$ cat src/hw/rtl/assert_macros.svh
// ----------------------------------------------------------------------------
// assert_macros.svh
// Concurrent assertion helpers shared by the RTL. Define NO_ASSERTIONS to
// compile them out.
// ----------------------------------------------------------------------------
`ifndef ASSERT_MACROS_SVH
`define ASSERT_MACROS_SVH

`ifndef NO_ASSERTIONS

// Clocked check, masked while reset is asserted (active low)
`define ASSERT_CLK(label, clk, rst_n, prop, msg) \
    label: assert property (@(posedge clk) disable iff (!rst_n) prop) \
        else $error(msg);

// Clocked check that also holds through reset
`define ASSERT_CLK_ALWAYS(label, clk, prop, msg) \
    label: assert property (@(posedge clk) prop) \
        else $error(msg);

`else

`define ASSERT_CLK(label, clk, rst_n, prop, msg)
`define ASSERT_CLK_ALWAYS(label, clk, prop, msg)

`endif

`endif

$ cat src/hw/rtl/pidfd_pkg.sv
// ----------------------------------------------------------------------------
// pidfd_pkg
// Types and constants for the PID controller with filtered derivative.
// ----------------------------------------------------------------------------
package pidfd_pkg;

    // Configuration register indexes
    localparam int unsigned CFG_ADDR_W = 3;
    localparam int unsigned CFG_DATA_W = 24;

    localparam logic [CFG_ADDR_W-1:0] REG_P_GAIN    = 3'd0;
    localparam logic [CFG_ADDR_W-1:0] REG_KI_GAIN   = 3'd1;
    localparam logic [CFG_ADDR_W-1:0] REG_D_DECAY   = 3'd2;
    localparam logic [CFG_ADDR_W-1:0] REG_D_GAIN    = 3'd3;
    localparam logic [CFG_ADDR_W-1:0] REG_SAT_LIMIT = 3'd4;

    // Reset values of the coefficients
    localparam logic [23:0] P_GAIN_RST    = 24'd1690829;
    localparam logic [23:0] KI_GAIN_RST   = 24'd372429;
    localparam logic [15:0] D_DECAY_RST   = 16'd3524;
    localparam logic [23:0] D_GAIN_RST    = 24'd1818150;
    localparam logic [14:0] SAT_LIMIT_RST = 15'd5734;

    // Coefficient set, Q8.16 gains, Q0.16 pole, Q3.12 clamp
    typedef struct packed {
        logic [23:0] p_gain;
        logic [23:0] ki_gain;
        logic [15:0] d_decay;
        logic [23:0] d_gain;
        logic [14:0] sat_limit;
    } cfg_t;

    // One controller output beat
    typedef struct packed {
        logic signed [15:0] drive;
        logic               clamped;
    } result_t;

endpackage

$ cat src/hw/rtl/pidfd_core.sv
// ----------------------------------------------------------------------------
// pidfd_core
// PID arithmetic and loop state. Computes one output from the current
// sample and the stored error, integral and derivative; the state moves on
// when step is high.
// ----------------------------------------------------------------------------
module pidfd_core
    import pidfd_pkg::*;
(
    input  logic               aclk,
    input  logic               aresetn,
    input  logic               step,
    input  logic signed [15:0] reference,
    input  logic signed [15:0] measured,
    input  cfg_t               cfg,
    output result_t            result
);

    // Loop state
    logic signed [16:0] last_error_reg, last_error_next;
    logic signed [31:0] integral_reg,   integral_next;
    logic signed [31:0] deriv_reg,      deriv_next;

    // Error terms (exact)
    logic signed [16:0] err;
    logic signed [17:0] err_diff;

    // Products
    logic signed [41:0] prod_p;
    logic signed [41:0] prod_ki;
    logic signed [48:0] prod_decay;
    logic signed [42:0] prod_dg;

    // Floored terms (product >> 16)
    logic signed [25:0] p_term;
    logic signed [25:0] ki_term;
    logic signed [32:0] decay_term;
    logic signed [26:0] dg_term;

    logic signed [32:0] i_raw;
    logic signed [33:0] d_raw;
    logic signed [33:0] pid_sum;
    logic signed [33:0] lim_pos;
    logic signed [33:0] lim_neg;

    // Error and its change since last sample
    always_comb begin
        err      = {reference[15], reference} - {measured[15], measured};
        err_diff = {err[16], err} - {last_error_reg[16], last_error_reg};
    end

    // Coefficient products, each one multiplier deep
    always_comb begin
        prod_p     = $signed({1'b0, cfg.p_gain})  * err;
        prod_ki    = $signed({1'b0, cfg.ki_gain}) * last_error_reg;
        prod_decay = $signed({1'b0, cfg.d_decay}) * deriv_reg;
        prod_dg    = $signed({1'b0, cfg.d_gain})  * err_diff;
    end

    // Drop 16 fraction bits; taking the upper bits floors
    always_comb begin
        p_term     = prod_p[41:16];
        ki_term    = prod_ki[41:16];
        decay_term = prod_decay[48:16];
        dg_term    = prod_dg[42:16];
    end

    // Integral and filtered derivative, saturated to 32 bits
    always_comb begin
        i_raw = {integral_reg[31], integral_reg} + {{7{ki_term[25]}}, ki_term};
        d_raw = {decay_term[32], decay_term} + {{7{dg_term[26]}}, dg_term};

        if (i_raw[32] != i_raw[31]) begin
            integral_next = i_raw[32] ? 32'sh8000_0000 : 32'sh7FFF_FFFF;
        end else begin
            integral_next = i_raw[31:0];
        end

        if ((d_raw[33:31] == 3'b000) || (d_raw[33:31] == 3'b111)) begin
            deriv_next = d_raw[31:0];
        end else begin
            deriv_next = d_raw[33] ? 32'sh8000_0000 : 32'sh7FFF_FFFF;
        end

        last_error_next = err;
    end

    // Full-width sum and symmetric clamp
    always_comb begin
        pid_sum = {{8{p_term[25]}}, p_term}
                + {{2{integral_next[31]}}, integral_next}
                + {{2{deriv_next[31]}}, deriv_next};
        lim_pos = {19'd0, cfg.sat_limit};
        lim_neg = -lim_pos;

        if (pid_sum > lim_pos) begin
            result.drive   = lim_pos[15:0];
            result.clamped = 1'b1;
        end else if (pid_sum < lim_neg) begin
            result.drive   = lim_neg[15:0];
            result.clamped = 1'b1;
        end else begin
            result.drive   = pid_sum[15:0];
            result.clamped = 1'b0;
        end
    end

    // State update
    always_ff @(posedge aclk) begin
        if (!aresetn) begin
            last_error_reg <= '0;
            integral_reg   <= '0;
            deriv_reg      <= '0;
        end else if (step) begin
            last_error_reg <= last_error_next;
            integral_reg   <= integral_next;
            deriv_reg      <= deriv_next;
        end
    end

endmodule

$ cat config.mk
export PLATFORM = sky130hd
export DESIGN_NAME = pidfd_core
export DESIGN_NICKNAME = d
export VERILOG_FILES = /design/src/hw/rtl/assert_macros.svh /design/src/hw/rtl/pidfd_pkg.sv /design/src/hw/rtl/pidfd_core.sv
export SDC_FILE = /design/constraint.sdc
export NUM_CORES = 2
export LEC_CHECK = 0
export BUFFER_PORTS_ARGS = -buffer_cell sky130_fd_sc_hd__buf_2
export CORE_ASPECT_RATIO = 1.2
export CORE_UTILIZATION = 55
export DETAILED_ROUTE_END_ITERATION = 10
export PLACE_DENSITY = 0.71
export SLEW_MARGIN = 5
export SYNTH_ARGS = -nofsm -noshare
export SYNTH_HDL_FRONTEND = slang
export SYNTH_SLANG_ARGS = --single-unit
$ cat constraint.sdc
create_clock -name aclk -period 51.7 [get_ports aclk]
set_input_delay 10.34 -clock aclk [delete_from_list [all_inputs] [get_ports aclk]]
set_output_delay 10.34 -clock aclk [all_outputs]
set_load 0.05 [all_outputs]
==> results.md <==
Die:
- In this run the core area contains 141 standard-cell rows.
- Pin placement for this block handled 155 I/O pins.
- From bottom edge to top edge, the die measures 387.6 microns.
- The floorplan step set the die width to 323.3 microns.
- The total area inside the core boundary comes to 0.1230 sq mm.
- The die footprint is 0.1253 sq mm.
- The starting density of the core is 55.43%.

Logic synthesis:
- In the synthesized netlist, the number of instances is 7879.
- Counting flops and latches in the post-synthesis netlist gives 81.
- The proportion of netlist area held by the largest area contributor is 44.97%.
- The post-synthesis net count is 10.26k.
- The post-synthesis instance area is ~0.068 sq mm.
- Yosys mapped the design onto between 90 and 100 distinct sky130hd cell types.
- The largest total area in the synthesized netlist belongs to sky130_fd_sc_hd__fa_1.
- In the synthesized netlist the dominant register cell turns out to be sky130_fd_sc_hd__dfxtp_1.
- The per-instance average area after synthesis is 8.650 sq um.
- The sequential area share after synthesis is 2.379%.
- The number of synthesized flops with an enable pin is 0.
- Counting flops with an async set or reset pin after synthesis yields a share of 0%.
- The number of warnings reported in the yosys synthesis log is 0.
- Yosys attributes the largest share of cell area to sky130_fd_sc_hd__fa_1, sky130_fd_sc_hd__ha_1, sky130_fd_sc_hd__inv_1, sky130_fd_sc_hd__nand2_1, sky130_fd_sc_hd__and2_1.

Place:
- The congestion estimate from routability-driven global placement came to 0.9646.
- The count of port buffers added during placement is 154.
- The post-placement worst setup slack is 10.03 ns.
- Once detailed placement completed, the half-perimeter wirelength came to 149300 microns.

STA:
- The number of endpoints failing setup at the final stage is 0.
- The final critical-path setup slack is 9.953 ns.
- The highest clock rate is 23.95 MHz.
- The slew at the pin closest to its max-slew limit is between 1 and 1.5 ns.
- The final critical path time including I/O delays and setup is 41.75 ns.
- The count of pins over their slew limit came to 0.
- In this run the tightest slew margin relative to its limit is around 16%.
- The final-layout setup total negative slack is 0 ns.
- Setup repair after global routing left no endpoint under its margin.
- Between clock sinks in the finished design, the worst skew comes to 0.007031 ns.
- The final-report hold violation count was 0.
- The final critical path takes up about four fifths of the cycle.

Routing:
- The count of antenna-violating nets left after detailed routing is 0.
- The average vias per placed instance is 5.591.
- The number of search-and-repair iterations in the first detailed-routing pass is 7.
- For this block, the routed nets add up to 184300 microns of wire.
- After detailed routing, the number of remaining DRC violations is 0.
- The via count of the routed design is ~53k.
- The violation count after the first detailed-route iteration is approximately 3.3k.
- The per-cell routed wire length is 19.53 microns.

CTS:
- The number of gates resized after cts is 0.
- In this run the post-CTS setup repair buffer count came out at 0.
- Hold repair after CTS inserted 0 buffers.
- The buffer depth of the longest clock path is 2.
- The CTS tree is done.
- The sink count of the clock tree is just over 80.
- The number of buffers inserted during clock tree synthesis is 9.
- The H-tree was split into 3 levels.
- CTS placed an instance of sky130_fd_sc_hd__clkbuf_16 at the clock tree root.
- The clock latency on the worst-skew pair is ~0.36 ns.
- Clock-pin slew was measured on the worst setup and hold paths at 0.07 ns.

Finish:
- The post-layout net count is 10.17k.
- The area growth from synthesis to layout is 3.721%.
- Leaving out fill and tap cells, the most frequent cell in the layout is sky130_fd_sc_hd__inv_1.
- The ratio of cells with drive above 1 in the final layout is 4.517%.
- In the layout the commonest cells are sky130_fd_sc_hd__inv_1, sky130_fd_sc_hd__fa_1, sky130_fd_sc_hd__nand2_1.
- The total area of sequential cells is around 0.0016 sq mm.
- The number of filler instances in the final layout is 11.01k.
- The multi-input combinational cell area is 0.05872 sq mm.

Global routing:
- The via count of the first global-routing pass is 57.15k.
- The initial antenna violation count is 5.
- The largest net degree at the start of global routing is 61.
- The overall routing resource usage is 30.67%.
- Summed over all layers, the global routing overflow is 0.
- The first global-routing pass estimated 302300 microns of wire.

Worst setup path:
- Among all stages on the critical path, the largest delay is contributed by sky130_fd_sc_hd__a31oi_2.
- The worst stage delay on the critical path is 0.95 ns.
- The critical path's most frequent cell is sky130_fd_sc_hd__a21oi_1.
- The arrival time of the worst setup path is 31.41 ns.
- The critical path capture point type is an output port.
- STA classifies the critical path startpoint as an input pin.
- The data required time of the worst path is around 41 ns.
- The worst-path maximum fanout is 51.
- The category of the most critical setup path is input pin to output port.

Run:
- Max-cap violations in this run came to 0.

Status:
- The flow ran to the end, and the final reports show no timing, DRC or antenna violations.

Worst hold path:
- In this run the worst hold path is classified as register to register.
-- worst max-delay path: cells and delay by family --
family	cells	cell delay, ns
AO/OA/AOI/OAI	40	10.80
XOR/XNOR	3	0.32
adder cells (fa/ha/maj)	15	5.93
buffers and inverters	8	1.75
AND/OR/NAND/NOR	12	2.16
-- Yosys cell counts (8+ instances only) --
cell type	instances
sky130_fd_sc_hd__o211a_1	8
sky130_fd_sc_hd__o22ai_1	11
sky130_fd_sc_hd__xor2_1	69
sky130_fd_sc_hd__nand2_1	1133
sky130_fd_sc_hd__o211ai_1	19
sky130_fd_sc_hd__a31oi_1	26
sky130_fd_sc_hd__nand3_1	57
sky130_fd_sc_hd__o21ai_0	167
sky130_fd_sc_hd__ha_1	710
sky130_fd_sc_hd__nor3_1	47
sky130_fd_sc_hd__buf_1	8
sky130_fd_sc_hd__nand4_1	26
sky130_fd_sc_hd__a211oi_1	25
sky130_fd_sc_hd__fa_1	1531
sky130_fd_sc_hd__inv_1	1787
sky130_fd_sc_hd__o21ai_2	12
sky130_fd_sc_hd__and3_1	57
sky130_fd_sc_hd__or3_1	12
sky130_fd_sc_hd__a21o_1	90
sky130_fd_sc_hd__o21ba_2	8
sky130_fd_sc_hd__a21boi_0	20
sky130_fd_sc_hd__o21a_1	45
sky130_fd_sc_hd__o2111ai_1	10
sky130_fd_sc_hd__o21bai_1	15
sky130_fd_sc_hd__nor2b_1	75
sky130_fd_sc_hd__and4_1	11
sky130_fd_sc_hd__and2_1	582
sky130_fd_sc_hd__a21oi_1	229
sky130_fd_sc_hd__nor2_1	208
sky130_fd_sc_hd__nand2b_1	110
sky130_fd_sc_hd__o21ai_1	30
sky130_fd_sc_hd__a2111oi_0	9
sky130_fd_sc_hd__a211o_1	9
sky130_fd_sc_hd__nor4_1	10
sky130_fd_sc_hd__o22a_1	8
sky130_fd_sc_hd__or2_2	30
sky130_fd_sc_hd__dfxtp_1	81
sky130_fd_sc_hd__mux2i_1	23
sky130_fd_sc_hd__xnor2_1	139
sky130_fd_sc_hd__clkbuf_1	302
-- layer usage --
layer  vias to the layer above  GRT usage, %  share of wire, %  wire length [microns]
li1                      23551             -                 -                      -
met1                     27061         37.27                38                  70460
met2                      1694         54.39                51                  94040
met3                       458         3.060               5.4                   9942
met4                         2         14.14               5.3                   9843
met5                         -             0            0.0060                     11
-- cell type report --
class,instances,share of cell area [%]
well taps,1644,2.910
inverters,1790,9.505
repair buffers,219,1.781
clock buffers,9,0.3186
diodes,1,0.003540
flip-flops and latches,81,2.294
clock inverters,7,0.1204
multi-input cells,5686,83.07
-- worst paths after layout --
check | from | to | slack [ns] | cells after the start
setup / recovery | reference[0] | result[16] | 9.95 | 78
hold / removal | integral_reg[7]$_SDFFE_PN0P_ | integral_reg[7]$_SDFFE_PN0P_ | 0.49 | 2
setup reg to reg | last_error_reg[0]$_SDFFE_PN0P_ | deriv_reg[10]$_SDFFE_PN0P_ | 37.99 | 46
hold reg to reg | integral_reg[7]$_SDFFE_PN0P_ | integral_reg[7]$_SDFFE_PN0P_ | 0.49 | 2
-- through the flow --
step / hold slack [ns] / cells / area (sq um) / util (%)
2_1_floorplan: 0.4568 / 7879 / 68150 / -
3_3_place_gp: 0.4729 / 9420 / 70380 / 57.23
3_5_place_dp: 0.4779 / 9420 / 70380 / 57.23
4_1_cts: 0.4901 / 9436 / 70690 / 57.49
5_1_grt: 0.5238 / 9437 / 70690 / 57.49
6_report: 0.4898 / 9437 / 70690 / 57.49
-- cells by family after synthesis --
group	share of synthesized area, %
compound gates	7.712
xor+xnor	2.673
fa+ha+maj	58.02
buf+inv	11.71
flops	2.379
mux	0.4590
simple gates	17.05
Power is not shown: default switching activity piles up to over one toggle a cycle in this logic, so the estimate is an artifact.
